File: src/ehr_pkg.sv
package ehr_pkg;

  localparam int SAMPLE_BITS = 24;
  localparam int COUNT_BITS = 16;
  localparam int RATE_BITS = 8;
  localparam int PITCH_BITS = 10;
  localparam int TICK_REG_BITS = 15;
  localparam int CFG_INDEX_BITS = 2;
  localparam int CFG_DATA_BITS = 15;

  typedef logic signed [SAMPLE_BITS-1:0] sample_t;
  typedef logic signed [SAMPLE_BITS:0] diff_t;
  typedef logic [COUNT_BITS-1:0] count_t;
  typedef logic [RATE_BITS-1:0] rate_t;
  typedef logic [PITCH_BITS-1:0] pitch_t;
  typedef logic [TICK_REG_BITS-1:0] ticks_t;

  typedef logic [1:0] lead_t;
  localparam lead_t LEAD_ONE = 2'd0;
  localparam lead_t LEAD_TWO = 2'd1;
  localparam lead_t LEAD_THREE = 2'd2;
  localparam lead_t LEAD_NONE = 2'd3;

  typedef logic [CFG_INDEX_BITS-1:0] cfg_index_t;
  localparam cfg_index_t REG_LEAD_SELECT = 2'd0;
  localparam cfg_index_t REG_TIMEOUT_TICKS = 2'd1;
  localparam cfg_index_t REG_REFRACTORY_TICKS = 2'd2;

  localparam lead_t LEAD_SELECT_RESET = LEAD_THREE;
  localparam ticks_t TIMEOUT_RESET = ticks_t'(5000);
  localparam ticks_t REFRACTORY_RESET = ticks_t'(100);

  localparam diff_t LEAD_ONE_LOW = diff_t'(-1600);
  localparam diff_t LEAD_ONE_HIGH = diff_t'(-800);
  localparam diff_t LEAD_TWO_LOW = diff_t'(800);
  localparam diff_t LEAD_TWO_HIGH = diff_t'(1600);
  localparam diff_t LEAD_THREE_LOW = diff_t'(1000);
  localparam diff_t LEAD_THREE_HIGH = diff_t'(2000);

  localparam count_t RATE_NUMERATOR = count_t'(60000);
  localparam rate_t RATE_MAX = '1;
  localparam pitch_t PITCH_BASE = pitch_t'(320);

  typedef struct packed {
    logic start;
    count_t divisor;
  } div_req_t;

  typedef struct packed {
    logic done;
    count_t quotient;
  } div_rsp_t;

  function automatic pitch_t tone_of(rate_t rate);
    return PITCH_BASE + {1'b0, rate, 1'b0};
  endfunction

endpackage

File: src/ehr_if.sv
interface ehr_sample_if;
  logic valid;
  logic ready;
  ehr_pkg::sample_t sample_lead_one;
  ehr_pkg::sample_t sample_lead_two;
  ehr_pkg::sample_t sample_lead_three;

  modport source (
    output valid, sample_lead_one, sample_lead_two, sample_lead_three,
    input ready
  );
  modport sink (
    input valid, sample_lead_one, sample_lead_two, sample_lead_three,
    output ready
  );
endinterface

interface ehr_result_if;
  logic valid;
  logic ready;
  ehr_pkg::rate_t heart_rate;
  logic beat_found;
  logic timed_out;
  ehr_pkg::pitch_t tone_pitch;

  modport source (
    output valid, heart_rate, beat_found, timed_out, tone_pitch,
    input ready
  );
  modport sink (
    input valid, heart_rate, beat_found, timed_out, tone_pitch,
    output ready
  );
endinterface

File: src/ehr_divider.sv
module ehr_divider (
  input  logic clk,
  input  logic rst,
  input  ehr_pkg::div_req_t req,
  output ehr_pkg::div_rsp_t rsp
);

  localparam int STEP_BITS = $clog2(ehr_pkg::COUNT_BITS);

  logic busy;
  logic [STEP_BITS-1:0] step;
  ehr_pkg::count_t divisor;
  ehr_pkg::count_t rem;
  ehr_pkg::count_t quot;
  logic done;

  logic [ehr_pkg::COUNT_BITS:0] shifted;
  logic [ehr_pkg::COUNT_BITS+1:0] trial;
  ehr_pkg::count_t rem_next;
  ehr_pkg::count_t quot_next;

  // one restoring step per cycle
  always_comb begin
    shifted = {rem, quot[ehr_pkg::COUNT_BITS-1]};
    trial = {1'b0, shifted} - {2'b00, divisor};
    if (!trial[ehr_pkg::COUNT_BITS+1]) begin
      rem_next = trial[ehr_pkg::COUNT_BITS-1:0];
      quot_next = {quot[ehr_pkg::COUNT_BITS-2:0], 1'b1};
    end else begin
      rem_next = shifted[ehr_pkg::COUNT_BITS-1:0];
      quot_next = {quot[ehr_pkg::COUNT_BITS-2:0], 1'b0};
    end
  end

  always_ff @(posedge clk) begin
    if (rst) begin
      busy <= 1'b0;
      done <= 1'b0;
      step <= '0;
    end else begin
      done <= busy && !req.start && (step == '0);
      if (req.start) begin
        busy <= 1'b1;
        step <= STEP_BITS'(ehr_pkg::COUNT_BITS - 1);
        divisor <= req.divisor;
        rem <= '0;
        quot <= ehr_pkg::RATE_NUMERATOR;
      end else if (busy) begin
        rem <= rem_next;
        quot <= quot_next;
        step <= step - 1'b1;
        if (step == '0) begin
          busy <= 1'b0;
        end
      end
    end
  end

  assign rsp.done = done;
  assign rsp.quotient = quot;

endmodule

File: src/ecg_heart_rate_detector.sv
// ECG heart rate detector.
// sample_in takes one word per 1 ms tick with the filtered samples of leads
// I, II and III. result_out gives one word per tick: heart_rate, beat_found,
// timed_out and tone_pitch (320 + 2 * heart_rate).
// The config port (cfg_write, cfg_index, cfg_data) writes lead_select,
// timeout_ticks and refractory_ticks; write it only while no tick is open.
// A tick without a beat goes from CHECK straight to FINISH and hands its result to
// the output register; the block is ready again in that same cycle. A tick with a
// beat first runs 60000 / count through a 16-bit restoring divider in DIVIDE, one
// quotient bit a cycle, before its result goes out through FINISH.
// sample_in.ready is high only while the block waits for a tick.
// The result sits in an output register; the next tick is taken while it
// waits. If the receiver still stalls when the next result is ready, the
// block holds that result and stays not ready until the register frees up.
// Synchronous reset clears count, kept sample and rate to zero, loads the
// register defaults (lead III, timeout 5000, refractory 100) and drops
// result_out.valid.
module ecg_heart_rate_detector (
  input  logic clk,
  input  logic rst,
  ehr_sample_if.sink sample_in,
  ehr_result_if.source result_out,
  input  logic cfg_write,
  input  ehr_pkg::cfg_index_t cfg_index,
  input  logic [ehr_pkg::CFG_DATA_BITS-1:0] cfg_data
);

  typedef enum logic [1:0] {
    IDLE,
    CHECK,
    DIVIDE,
    FINISH
  } state_t;

  state_t state;

  ehr_pkg::lead_t lead_select;
  ehr_pkg::ticks_t timeout_ticks;
  ehr_pkg::ticks_t refractory_ticks;

  ehr_pkg::count_t tick_count;
  ehr_pkg::sample_t previous_sample;
  ehr_pkg::rate_t rate_register;
  ehr_pkg::sample_t current;
  logic beat;
  logic tout;

  ehr_pkg::div_req_t div_req;
  ehr_pkg::div_rsp_t div_rsp;
  logic div_start;

  logic out_valid;
  ehr_pkg::rate_t out_rate;
  logic out_beat;
  logic out_tout;
  ehr_pkg::pitch_t out_pitch;

  ehr_pkg::sample_t selected;
  ehr_pkg::diff_t diff;
  logic hit;
  logic accept;
  logic out_free;
  logic out_load;
  logic over_timeout;
  logic past_refractory;

  ehr_divider u_div (
    .clk(clk),
    .rst(rst),
    .req(div_req),
    .rsp(div_rsp)
  );

  always_ff @(posedge clk) begin
    if (rst) begin
      lead_select <= ehr_pkg::LEAD_SELECT_RESET;
      timeout_ticks <= ehr_pkg::TIMEOUT_RESET;
      refractory_ticks <= ehr_pkg::REFRACTORY_RESET;
    end else if (cfg_write) begin
      unique case (cfg_index)
        ehr_pkg::REG_LEAD_SELECT: lead_select <= cfg_data[1:0];
        ehr_pkg::REG_TIMEOUT_TICKS: timeout_ticks <= cfg_data;
        ehr_pkg::REG_REFRACTORY_TICKS: refractory_ticks <= cfg_data;
        default: ;
      endcase
    end
  end

  always_comb begin
    unique case (lead_select)
      ehr_pkg::LEAD_ONE: selected = sample_in.sample_lead_one;
      ehr_pkg::LEAD_TWO: selected = sample_in.sample_lead_two;
      default: selected = sample_in.sample_lead_three;
    endcase
  end

  always_comb begin
    diff = ehr_pkg::diff_t'(current) - ehr_pkg::diff_t'(previous_sample);
    unique case (lead_select)
      ehr_pkg::LEAD_ONE:
        hit = (diff > ehr_pkg::LEAD_ONE_LOW) && (diff < ehr_pkg::LEAD_ONE_HIGH);
      ehr_pkg::LEAD_TWO:
        hit = (diff > ehr_pkg::LEAD_TWO_LOW) && (diff < ehr_pkg::LEAD_TWO_HIGH);
      ehr_pkg::LEAD_THREE:
        hit = (diff > ehr_pkg::LEAD_THREE_LOW) && (diff < ehr_pkg::LEAD_THREE_HIGH);
      default: hit = 1'b0;
    endcase
  end

  assign accept = sample_in.valid && sample_in.ready;
  assign out_free = !out_valid || result_out.ready;
  assign out_load = (state == FINISH) && out_free;
  assign sample_in.ready = (state == IDLE);
  assign over_timeout = tick_count > {1'b0, timeout_ticks};
  assign past_refractory = (tick_count > {1'b0, refractory_ticks}) &&
                           (lead_select != ehr_pkg::LEAD_NONE);

  always_ff @(posedge clk) begin
    if (rst) begin
      state <= IDLE;
      tick_count <= '0;
      previous_sample <= '0;
      rate_register <= '0;
      beat <= 1'b0;
      tout <= 1'b0;
      div_start <= 1'b0;
      out_valid <= 1'b0;
    end else begin
      div_start <= (state == CHECK) && !over_timeout && past_refractory && hit;
      if (out_load) begin
        out_valid <= 1'b1;
      end else if (out_valid && result_out.ready) begin
        out_valid <= 1'b0;
      end
      unique case (state)
        IDLE: begin
          if (accept) begin
            current <= selected;
            tick_count <= tick_count + 1'b1;
            beat <= 1'b0;
            tout <= 1'b0;
            state <= CHECK;
          end
        end
        CHECK: begin
          if (over_timeout) begin
            rate_register <= '0;
            tick_count <= '0;
            tout <= 1'b1;
            state <= FINISH;
          end else if (past_refractory) begin
            previous_sample <= current;
            if (hit) begin
              beat <= 1'b1;
              state <= DIVIDE;
            end else begin
              state <= FINISH;
            end
          end else begin
            state <= FINISH;
          end
        end
        DIVIDE: begin
          if (div_rsp.done) begin
            rate_register <= (div_rsp.quotient > ehr_pkg::count_t'(ehr_pkg::RATE_MAX)) ?
                             ehr_pkg::RATE_MAX : div_rsp.quotient[ehr_pkg::RATE_BITS-1:0];
            tick_count <= '0;
            state <= FINISH;
          end
        end
        FINISH: begin
          if (out_load) begin
            out_rate <= rate_register;
            out_beat <= beat;
            out_tout <= tout;
            out_pitch <= ehr_pkg::tone_of(rate_register);
            state <= IDLE;
          end
        end
        default: state <= IDLE;
      endcase
    end
  end

  assign div_req.start = div_start;
  assign div_req.divisor = tick_count;

  assign result_out.valid = out_valid;
  assign result_out.heart_rate = out_rate;
  assign result_out.beat_found = out_beat;
  assign result_out.timed_out = out_tout;
  assign result_out.tone_pitch = out_pitch;

endmodule

File: src/flat_wrapper.sv
// flat-port wrapper written by rule: the top's interface ports become plain ports
module ecg_heart_rate_detector_flat 
  (clk, rst, cfg_write, cfg_index, cfg_data, sample_in_valid, sample_in_sample_lead_one, sample_in_sample_lead_two, sample_in_sample_lead_three, sample_in_ready, result_out_valid, result_out_heart_rate, result_out_beat_found, result_out_timed_out, result_out_tone_pitch, result_out_ready);
  ehr_sample_if sample_in_i ();
  ehr_result_if result_out_i ();
  input  logic clk;
  input  logic rst;
  input  logic cfg_write;
  input  ehr_pkg::cfg_index_t cfg_index;
  input  logic [ehr_pkg::CFG_DATA_BITS-1:0] cfg_data;
  input wire logic [$bits(sample_in_i.valid)-1:0] sample_in_valid;
  input wire logic [$bits(sample_in_i.sample_lead_one)-1:0] sample_in_sample_lead_one;
  input wire logic [$bits(sample_in_i.sample_lead_two)-1:0] sample_in_sample_lead_two;
  input wire logic [$bits(sample_in_i.sample_lead_three)-1:0] sample_in_sample_lead_three;
  output wire logic [$bits(sample_in_i.ready)-1:0] sample_in_ready;
  output wire logic [$bits(result_out_i.valid)-1:0] result_out_valid;
  output wire logic [$bits(result_out_i.heart_rate)-1:0] result_out_heart_rate;
  output wire logic [$bits(result_out_i.beat_found)-1:0] result_out_beat_found;
  output wire logic [$bits(result_out_i.timed_out)-1:0] result_out_timed_out;
  output wire logic [$bits(result_out_i.tone_pitch)-1:0] result_out_tone_pitch;
  input wire logic [$bits(result_out_i.ready)-1:0] result_out_ready;
  assign sample_in_i.valid = sample_in_valid;
  assign sample_in_i.sample_lead_one = sample_in_sample_lead_one;
  assign sample_in_i.sample_lead_two = sample_in_sample_lead_two;
  assign sample_in_i.sample_lead_three = sample_in_sample_lead_three;
  assign sample_in_ready = sample_in_i.ready;
  assign result_out_valid = result_out_i.valid;
  assign result_out_heart_rate = result_out_i.heart_rate;
  assign result_out_beat_found = result_out_i.beat_found;
  assign result_out_timed_out = result_out_i.timed_out;
  assign result_out_tone_pitch = result_out_i.tone_pitch;
  assign result_out_i.ready = result_out_ready;
  ecg_heart_rate_detector u_core (.clk(clk), .rst(rst), .sample_in(sample_in_i), .result_out(result_out_i), .cfg_write(cfg_write), .cfg_index(cfg_index), .cfg_data(cfg_data));
endmodule
File: config.mk
export PLATFORM = sky130hd
export DESIGN_NAME = ecg_heart_rate_detector_flat
export DESIGN_NICKNAME = d
export VERILOG_FILES = /design/src/ehr_pkg.sv /design/src/ehr_if.sv /design/src/ehr_divider.sv /design/src/ecg_heart_rate_detector.sv /design/src/flat_wrapper.sv
export SDC_FILE = /design/constraint.sdc
export NUM_CORES = 1
export LEC_CHECK = 0
export BUFFER_PORTS_ARGS = -buffer_cell sky130_fd_sc_hd__buf_2
export CAP_MARGIN = 20
export CORE_MARGIN = 1.5
export CORE_UTILIZATION = 35
export CTS_BUF_LIST = sky130_fd_sc_hd__clkbuf_2 sky130_fd_sc_hd__clkbuf_4 sky130_fd_sc_hd__clkbuf_8
export CTS_CLUSTER_DIAMETER = 40
export DETAILED_ROUTE_END_ITERATION = 10
export SYNTH_ARGS = -nofsm -noshare
export SYNTH_HDL_FRONTEND = slang
export SYNTH_SLANG_ARGS = --single-unit
File: constraint.sdc
create_clock -name clk -period 10 [get_ports clk]
set_clock_uncertainty 0.2 [all_clocks]
set_input_delay 0 -clock clk [delete_from_list [all_inputs] [get_ports clk]]
set_output_delay 0 -clock clk [all_outputs]
set_load 0.005 [all_outputs]
### After elaboration in Yosys (flattened, before gate mapping)

Cells that the tools add are included.

* add/subtract/negate cells: 5
* $lt $le $gt $ge: 9
* equality and inequality tests: 15
* mux-type cells: 35
* bitwise operators: 2
* reduce and logical (&&, ||, !) cells: 38

Operators with widths (number)
* $mux W16: 6
* $gt A25 B11 Y1 const B: 2
* $lt A25 B12 Y1 const B: 2
* $pmux W16 S3: 1
* $pmux W24 S2: 1
* $gt A16 B15 Y1: 2
* $gt A25 B12 Y1 const B: 1
* $lt A25 B11 Y1 const B: 1
* $sub A24 B24 Y25: 1
* $mux W8: 3
* $reduce_and A3 Y1: 6
* $sub A17 B16 Y18: 1
* $add A16 B1 Y16 const B: 1
* $gt A16 B8 Y1 const B: 1
* $pmux W8 S2: 1
* $mux W1: 13
* $logic_and A1 B1 Y1: 12
* $add A9 B9 Y10 const A: 1
* $reduce_and A2 Y1: 5
* $eq A2 B2 Y1 const B: 4
* $mux W2: 4
* $mux W4: 2
* $ne A2 B1 Y1 const B: 4
* $ne A2 B2 Y1 const B: 4
* other kinds (14): 25

* bits in registers: 184
* bits of input ports: 94
* output and inout port bits: 22
* logic and storage cells: 126

### Logic depth before layout (Yosys ltp)

Gate-level depths: netlist of run 1.

* word-level depth: 8
* mapped depth: 15
* depth with buffers taken out: 14

### Modules after synthesis

From an unflattened synthesis of run 1, not the netlist that was laid out.

* cells, all modules: 1222
* area total of the unflattened synthesis: 11070.6 um^2

Modules (own cells, without submodules)
* ecg_heart_rate_detector: instances 1, cells an instance 945, area an instance 8020.2 um^2, seq. area each 2862.7 um^2
* ehr_divider: instances 1, cells an instance 277, area an instance 3050.4 um^2, seq. area each 1561.5 um^2

### Worst setup path before layout of run 1

No wires, ideal clock.

* path type: register to register
* start point: register u_core.current[0]
* end point: register u_core.beat
* setup time: 0.060 ns
* arrival time: 3.525 ns
* data required time: 9.740 ns
* path slack: 6.215 ns
* cell stages (with the launch flop): 15
* path buffers: 0
* period minus slack after synthesis: 3.785 ns
* path through: edfxtp_1 inv_1 ha_1 fa_1 and2b_1 o2111ai_4 and3_4 o31ai_4 xor2_2 or4_1 or4_1 nor4_1 nand4_1 a21oi_2 a221o_1

* word-level cells in the longest chain between the ends: 6
* elaborated cells on any way between the ends: 13
* those cells by class: add/sub (1); order compare (6); eq/ne (1); mux (1); reduce/logical (4)

RTL lines
* from (decl): RTL line ecg_heart_rate_detector.sv:44 `ehr_pkg::sample_t current;`
* from (signal assigned): RTL line ecg_heart_rate_detector.sv:138 `current <= selected;`
* $sub A24 B24 Y25 *: RTL line ecg_heart_rate_detector.sv:98 `diff = ehr_pkg::diff_t'(current) - ehr_pkg::diff_t'(previous_sample);`
* $gt A25 B11 Y1 (tied with other cells): RTL line ecg_heart_rate_detector.sv:105 `hit = (diff > ehr_pkg::LEAD_THREE_LOW) && (diff < ehr_pkg::LEAD_THREE_HIGH);`
* $logic_and A1 B1 Y1 (on tied branches): RTL line ecg_heart_rate_detector.sv:105, ecg_heart_rate_detector.sv:101, ecg_heart_rate_detector.sv:103
* $pmux W1 S3 *: RTL line ecg_heart_rate_detector.sv:99 `unique case (lead_select)`
* $ne A2 B1 Y1 (no line) *
* $reduce_and A5 Y1 (no line) *
* to (signal assigned): RTL line ecg_heart_rate_detector.sv:124 `beat <= 1'b0;`
* to (signal assigned): RTL line ecg_heart_rate_detector.sv:140 `beat <= 1'b0;`
* to (signal assigned): RTL line ecg_heart_rate_detector.sv:154 `beat <= 1'b1;`
* to (decl): RTL line ecg_heart_rate_detector.sv:45 `logic beat;`

Every way passes the cells marked *; elsewhere a longest branch is shown, timed or not.
A chain may end at the register's enable or synchronous reset.

### Final worst setup path of run 1

* start point: register u_core.current[13]
* end point: register u_core.beat

The elaborated chain is that of the path after synthesis.

==> results of run 1 <==
cells by family (layout without fill, tap and decap cells):
logic type,Yosys count,after routing
compound gates,254,254
other cells,1,1
buf+inv,148,320
flops,178,178
mux,55,55
xor+xnor,41,41
simple gates,419,419
fa+ha+maj,79,79
path summary, 6_finish.rpt:
path              cells past startpoint  slack (ns)                                         to                            startpoint
setup reg to reg                     12        5.81                   u_core.beat$_SDFFE_PP0P_          u_core.current[13]$_DFFE_PP_
hold / removal                        3     0.00005       u_core.result_out.valid$_SDFFE_PP0P_                                   rst
hold reg to reg                       0        0.24  u_core.result_out.heart_rate[2]$_DFFE_PP_  u_core.rate_register[2]$_SDFFE_PP0P_
setup / recovery                     12        5.81                   u_core.beat$_SDFFE_PP0P_          u_core.current[13]$_DFFE_PP_
power by group:
group	internal [W]	switching [W]	leakage (nW)
Sequential	0.000798	0.0000265	1.55
Combinational	0.000182	0.000244	3.37
Clock	0.000209	0.000300	0.196
critical path: cells and delay by family (launching register included):
kind / cells / cell delay (ns)
compound gates: 7 / 1.33
simple gates: 3 / 1.50
mux: 1 / 0.25
fa+ha+maj: 1 / 0.43
flops: 1 / 0.41
registers in the layout, indices dropped and copies added, names as in the netlist, 8 cells and up:
signal and cells:
u_core.timeout_ticks 15, u_core.u_div.divisor 16, u_core.tick_count 16, u_core.current 24, u_core.refractory_ticks 15, u_core.rate_register 8, u_core.result_out.heart_rate 8, u_core.previous_sample 24
u_core.u_div.quot 16, u_core.u_div.rem 16
final cells by class:
cell class	count	area, um^2
clock buffer	17	234
clock inverter	15	165
fill	2907	17200
inverter	96	360
multi-input combinational	849	5680
sequential	178	4430
tap	390	488
timing repair buffer	192	1340
layer usage:
layer	part of all wire [%]	wire length [um]
met4	0.88	208
met2	49	11700
met3	3.0	712
met5	0	0
met1	47	11100
stage by stage:
stage	instance area, um^2	power (W)	util [%]	hold slack (ns)
2_1_floorplan	10700	0.00112	-	-0.0822
3_3_place_gp	11600	0.00123	38.8	0.0220
3_5_place_dp	11600	0.00124	38.8	0.0282
4_1_cts	12700	0.00178	42.4	0.00575
5_1_grt	12700	0.00186	42.5	0.0528
6_report	12700	0.00176	42.5	0.0000547
cells in the mapped netlist (6+ instances only):
cell and n:
a211oi_1 6, or3_1 10, nor3_1 20, mux2i_1 54, a21o_1 15, xnor2_1 21
o211ai_1 16, edfxtp_1 86, xor2_1 18, buf_4 8, a31oi_1 6, a21oi_1 86
nand2b_1 19, ha_1 77, or4_1 6, nand4_1 13, nand3_1 16, inv_1 96
a211o_1 11, and3_1 7, nand2_1 111, o21a_1 9, or2_2 8, nor2b_1 23
nor4_1 9, dfxtp_1 92, clkbuf_1 30, o21ai_0 55, nor2_1 136
layout by cell type, fill, tap and decap left out, types with 17 or more instances in the layout:
cell,instances
xnor2_1,21
o21ai_0,54
xor2_1,18
a21oi_1,86
nor3_1,20
mux2i_1,54
dfxtp_1,90
nor2b_1,23
edfxtp_1,86
nand2_1,111
ha_1,77
buf_2,114
inv_1,96
clkbuf_8,17
dlygate4sd3_1,69
nor2_1,134
nand2b_1,19
timing repair:
action,in CTS,in global routing
hold buffers,69,0
setup endpoints to repair,0,0
endpoints found under the hold margin,85,0
==> flow_metrics.env, run 1 <==
export IMPL_crit_required_ns=10.22
export IMPL_antenna_found_initial=0
export IMPL_synthCells=1175
export IMPL_wl_per_cell_um=13.7
export IMPL_drive_gt1_share_pct=14.6
export IMPL_clockRootBuffer="clkbuf_8"
export IMPL_synth_edf_count=86
export IMPL_yosys_area_share_adder_pct=9.35
export IMPL_met1_usage_pct=19.6
export IMPL_drtPass1Iterations=5
export IMPL_ir_drop_mv=0.0782
export IMPL_grt_pass1_vias=8133
export IMPL_critPathArrivalTime_ns=4.41
export IMPL_fin_cells=1737
export IMPL_area_growth_pct=18.3
export IMPL_grt_first_pass_wirelength_mm=39.4
export IMPL_place_gp_congestion=0.811
export IMPL_nets=1507
export IMPL_dp_slack_ns=5.86
export IMPL_grt_busiest_layer="met2"
export IMPL_relSlewSlack_pct=35.4
export IMPL_dieArea_mm2=0.0317
export IMPL_synth_compound_area_share_pct=15.6
export IMPL_max_clock_freq_mhz=239
export IMPL_synth_top_family_by_area="simple AND/OR/NAND/NOR gates"
export IMPL_final_setup_worst_slack_ns=5.81
export IMPL_critical_path_max_stage_delay_ns=0.51
export IMPL_hold_class="in -> reg"
export IMPL_syn_area_per_cell_um2=9.13
export IMPL_synth_top_area_cell="edfxtp_1"
export IMPL_crit_path_start_kind="register"
export IMPL_syn_cell_area_mm2=0.0107
export IMPL_synth_xor_area_share_pct=3.49
export IMPL_cts_htree_levels=4
export IMPL_yosys_area_share_simple_pct=19.2
export IMPL_routed_via_density=4.96
export IMPL_met3_usage_pct=2.69
export IMPL_dpl_hpwl_mm=17.0
export IMPL_routed_wl_mm=23.8
export IMPL_rsz0062_at_grt="false"
export IMPL_synth_distinct_cells=90
export IMPL_dpl_cell_count=1635
export IMPL_dieHeight_um=178
export IMPL_vias=8622
export IMPL_max_cap_violations=0
export IMPL_clk_pin_slew_worst_paths_ns=0.11
export IMPL_finalSetupTns_ns=0
export IMPL_synth_nets=1348
export IMPL_grt_util_met2_pct=27.0
export IMPL_grt_max_degree=83
export IMPL_path_class="reg -> reg"
export IMPL_io_buffer_count=114
export IMPL_ys_flop_type="dfxtp_1"
export IMPL_first_iter_violations=464
export IMPL_seq_area_frac_synth_pct=41.2
export IMPL_synth_seq_cells=178
export IMPL_synth_mux_area_share_pct=5.14
export IMPL_post_cts_buffers=0
export IMPL_ys_top_cells_by_area="edfxtp_1 (24%), dfxtp_1 (17%), ha_1 (9.0%), mux2i_1 (5.0%), nor2_1 (4.8%)"
export IMPL_track_usage_pct=15.4
export IMPL_row_count=63
export IMPL_critical_path_max_fanout=9
export IMPL_outcome="finished clean"
export IMPL_cts_tree="done"
export IMPL_ctsResizeCount=0
export IMPL_final_hold_viol_count=0
export IMPL_cts_sink_count=178
export IMPL_core_mm2=0.0299
export IMPL_grt_ovfl_total=0
export IMPL_tightestPinTransition_ns=0.969
export IMPL_diodes=0
export IMPL_clk_latency_ns=0.48
export IMPL_fin_crit_ns=4.19
export IMPL_synth_top_area_share_pct=24.1
export IMPL_async_flop_share_pct=0
export IMPL_io_pins=116
export IMPL_worstPathCellList="ha_1 > a21o_1 > a31oi_1 > nor4b_1 > mux2i_1 > o211ai_1 > a21oi_1 > o311ai_1 > or4b_1 > or4_1 > a21oi_2 > a221o_1"
export IMPL_crit_slowest_cell="or4b_1"
export IMPL_yosys_warnings=0
export IMPL_drc_errors=0
export IMPL_die_w_um=178
export IMPL_maxSlewViolCount=0
export IMPL_cellLeakagePower_nw=5.12
export IMPL_power_density_mw_per_mm2=139
export IMPL_ctsLongestPathBuffers=2
export IMPL_worstSetupEndpointType="register"
export IMPL_finalCritPeriodShare_pct=41.9
export IMPL_drt_antenna_violating_nets=0
export IMPL_finalSetupViolCount=0
export IMPL_initial_core_util_pct=35.9
export IMPL_numCtsBuffers=17
Power figures use the tool's default switching activity.
==> run 2, diff against run 1 <==
--- a/config.mk
+++ b/config.mk
@@ -5,6 +5,7 @@
 export SDC_FILE = /design/constraint.sdc
 export NUM_CORES = 1
 export LEC_CHECK = 0
+export ABC_AREA = 1
 export BUFFER_PORTS_ARGS = -buffer_cell sky130_fd_sc_hd__buf_2
 export CAP_MARGIN = 20
 export CORE_MARGIN = 1.5
==> constraint.sdc (replaced) <==
create_clock -name clk -period 3.6 [get_ports clk]
set_clock_uncertainty 0.2 [all_clocks]
set_input_delay 0 -clock clk [delete_from_list [all_inputs] [get_ports clk]]
set_output_delay 0 -clock clk [all_outputs]
set_load 0.005 [all_outputs]
==> run 2 against run 1 <==
- die area down 0.77%
- largest power group unchanged
- clock power grew to 2.8 times the previous value
- first-iteration DRC count grew 24%
- via count increased by 12%
- critical path type unchanged
- synthesized cell count is 18% higher
- utilization grew 0.91 points
==> flow_metrics.env, run 2 <==
export IMPL_outcome="finished clean"
export IMPL_synth_distinct_cells=48
export IMPL_io_buffer_count=114
export IMPL_finalSetupViolCount=0
export IMPL_finalCritPeriodShare_pct=85.4
export IMPL_antenna_found_initial=0
export IMPL_clk_pin_slew_worst_paths_ns=0.11
export IMPL_rsz0062_at_grt="false"
export IMPL_mostFrequentLayoutCells="nand2_1 (307), inv_1 (207), a21oi_1 (140)"
export IMPL_utilization_pct=43.4
export IMPL_tightestPinTransition_ns=0.645
export IMPL_worstSetupEndpointType="register"
export IMPL_track_usage_pct=17.2
export IMPL_io_pins=116
export IMPL_synth_nets=1562
export IMPL_nets=1759
export IMPL_core_mm2=0.0298
export IMPL_synthCells=1389
export IMPL_die_w_um=177
export IMPL_critical_path_max_fanout=3
export IMPL_ys_top_cells_by_area="edfxtp_1 (24%), dfxtp_1 (17%), nand2_1 (11%), ha_1 (9.1%), inv_1 (7.3%)"
export IMPL_yosysMostFrequentCell="nand2_1"
export IMPL_wl_per_cell_um=13.2
export IMPL_clk_latency_ns=0.47
export IMPL_grt_ovfl_total=0
export IMPL_final_hold_viol_count=0
export IMPL_area_growth_pct=21.5
export IMPL_path_class="reg -> reg"
export IMPL_dieHeight_um=177
export IMPL_drtPass1Iterations=5
export IMPL_power_density_mw_per_mm2=432
export IMPL_async_flop_share_pct=0
export IMPL_vias=9616
export IMPL_dpl_hpwl_mm=19.5
export IMPL_numCtsBuffers=17
export IMPL_place_gp_congestion=0.862
export IMPL_crit_required_ns=3.76
export IMPL_holdWs_ns=0.100
export IMPL_drive_gt1_share_pct=12.9
export IMPL_max_clock_freq_mhz=325
export IMPL_critPathArrivalTime_ns=3.23
export IMPL_reg2reg_from="u_core.current[0]$_DFFE_PP_"
export IMPL_drt_antenna_violating_nets=0
export IMPL_synth_seq_cells=178
export IMPL_finalSetupTns_ns=0
export IMPL_diodes=0
export IMPL_dieArea_mm2=0.0315
export IMPL_max_cap_violations=0
export IMPL_hp_start="cfg_data[9]"
export IMPL_synth_edf_count=86
export IMPL_seq_area_frac_synth_pct=41.6
export IMPL_cts_tree="done"
export IMPL_ys_flop_type="dfxtp_1"
export IMPL_r2r_setup_slack_ns=0.52
export IMPL_hold_class="in -> reg"
export IMPL_worst_r2r_path_depth=21
export IMPL_ir_drop_mv=0.247
export IMPL_fin_crit_ns=3.08
export IMPL_routed_via_density=4.83
export IMPL_synth_common_cells="nand2_1 (307), inv_1 (208), a21oi_1 (140)"
export IMPL_dp_slack_ns=0.500
export IMPL_min_to="u_core.timeout_ticks[9]$_SDFFE_PP1P_"
export IMPL_routed_wl_mm=26.2
export IMPL_crit_path_start_kind="register"
export IMPL_reg_top3="u_core.current: 24 flops, u_core.previous_sample: 24 flops"
export IMPL_relSlewSlack_pct=56.9
export IMPL_final_setup_worst_slack_ns=0.525
export IMPL_yosys_warnings=0
export IMPL_grt_first_pass_wirelength_mm=43.2
export IMPL_min_path_cells=4
export IMPL_drc_errors=0
export IMPL_cts_htree_levels=4
export IMPL_synth_top_area_cell="edfxtp_1"
export IMPL_grt_max_degree=65
export IMPL_grt_pass1_vias=9031
export IMPL_synth_top_area_share_pct=24.3
export IMPL_fillers=3049
export IMPL_final_cell_area_mm2=0.0129
export IMPL_final_common_cell="nand2_1"
export IMPL_r2r_end="u_core.state[0]$_SDFFE_PP0P_"
export IMPL_clockRootBuffer="clkbuf_8"
export IMPL_ctsResizeCount=0
export IMPL_syn_cell_area_mm2=0.0106
export IMPL_cellLeakagePower_nw=5.79
export IMPL_maxSlewViolCount=0
export IMPL_syn_area_per_cell_um2=7.66
export IMPL_row_count=63
export IMPL_place_area_mm2=0.0117
export IMPL_ctsLongestPathBuffers=2
export IMPL_initial_core_util_pct=35.7
export IMPL_first_iter_violations=574
export IMPL_cts_sink_count=178
run 2: logic make-up after synthesis:
kind of cell	Yosys count	share of synthesized area, %
AND/OR/NAND/NOR	579	23.9
AO/OA/AOI/OAI	274	14.0
other	1	0.0352
XOR/XNOR	21	1.73
buffers and inverters	257	9.35
adder cells (fa/ha/maj)	79	9.43
flip-flops	178	41.6
run 2: report_power, final:
group	internal, W	switching (W)
clock network	0.000645	0.000787
logic	0.000641	0.00112
registers	0.00228	0.0000982
run 2: worst max path at each step:
| stage | cells after the start | endpoint | startpoint | slack (ns) |
|---|---|---|---|---|
| global route | 21 | u_core.state[0]$_SDFFE_PP0P_ | u_core.current[0]$_DFFE_PP_ | 0.18 |
| finish | 21 | u_core.state[0]$_SDFFE_PP0P_ | u_core.current[0]$_DFFE_PP_ | 0.52 |
| detailed placement | 21 | u_core.state[0]$_SDFFE_PP0P_ | u_core.current[0]$_DFFE_PP_ | 0.50 |
| global placement | 21 | u_core.state[0]$_SDFFE_PP0P_ | u_core.current[0]$_DFFE_PP_ | 0.55 |
| floorplan | 5 | u_core.current[0]$_DFFE_PP_ | u_core.state[0]$_SDFFE_PP0P_ | 0.51 |
| CTS | 21 | u_core.state[0]$_SDFFE_PP0P_ | u_core.current[0]$_DFFE_PP_ | 0.49 |
run 2: timing repair:
action | 4_1_cts | 5_1_grt
hold buffers | 86 | 0
setup buffers | 0 | 0
endpoints found under the hold margin | 74 | 0
run 2: per-stage QoR:
| stage | power [W] | instances |
|---|---|---|
| 5_1_grt | 0.00598 | 1989 |
| 3_5_place_dp | 0.00410 | 1870 |
| 2_1_floorplan | 0.00364 | 1389 |
| 3_3_place_gp | 0.00408 | 1870 |
| 4_1_cts | 0.00562 | 1988 |
| 6_report | 0.00558 | 1989 |
run 2: worst max-delay path, stage by stage, from the launching register on:
cell and delay (ns):
edfxtp_1 0.34, inv_1 0.06, ha_1 0.23, fa_1 0.40, inv_1 0.13, nand3_1 0.11, nand2_2 0.12, nand2_1 0.08
nand2_1 0.13, nand2_1 0.10, nand2_1 0.10, a21oi_1 0.08, xnor2_1 0.18, nand2_1 0.07, nor2_1 0.14, nand3_1 0.09
nand2_1 0.12, nand2_1 0.06, nand2_1 0.08, nand2_1 0.05, nand2_1 0.08, a21oi_2 0.05
run 2: layout make-up:
class / instances / area [um^2] / share of cell area, %
repair buffers: 219 / 1570 / 12.2
clock buffers: 19 / 249 / 1.93
multi-input cells: 954 / 5230 / 40.5
inverters: 216 / 811 / 6.27
clock inverters: 13 / 150 / 1.16
flip-flops and latches: 178 / 4420 / 34.2
well taps: 390 / 488 / 3.77
run 2: layer usage:
metal | routed length (um) | vias to the layer above | global-route usage, %
met4 | 349 | 0 | 4.55
li1 | - | 4999 | -
met2 | 12000 | 219 | 29.1
met3 | 1020 | 22 | 2.78
met1 | 12800 | 4376 | 22.7
met5 | 0 | - | 0
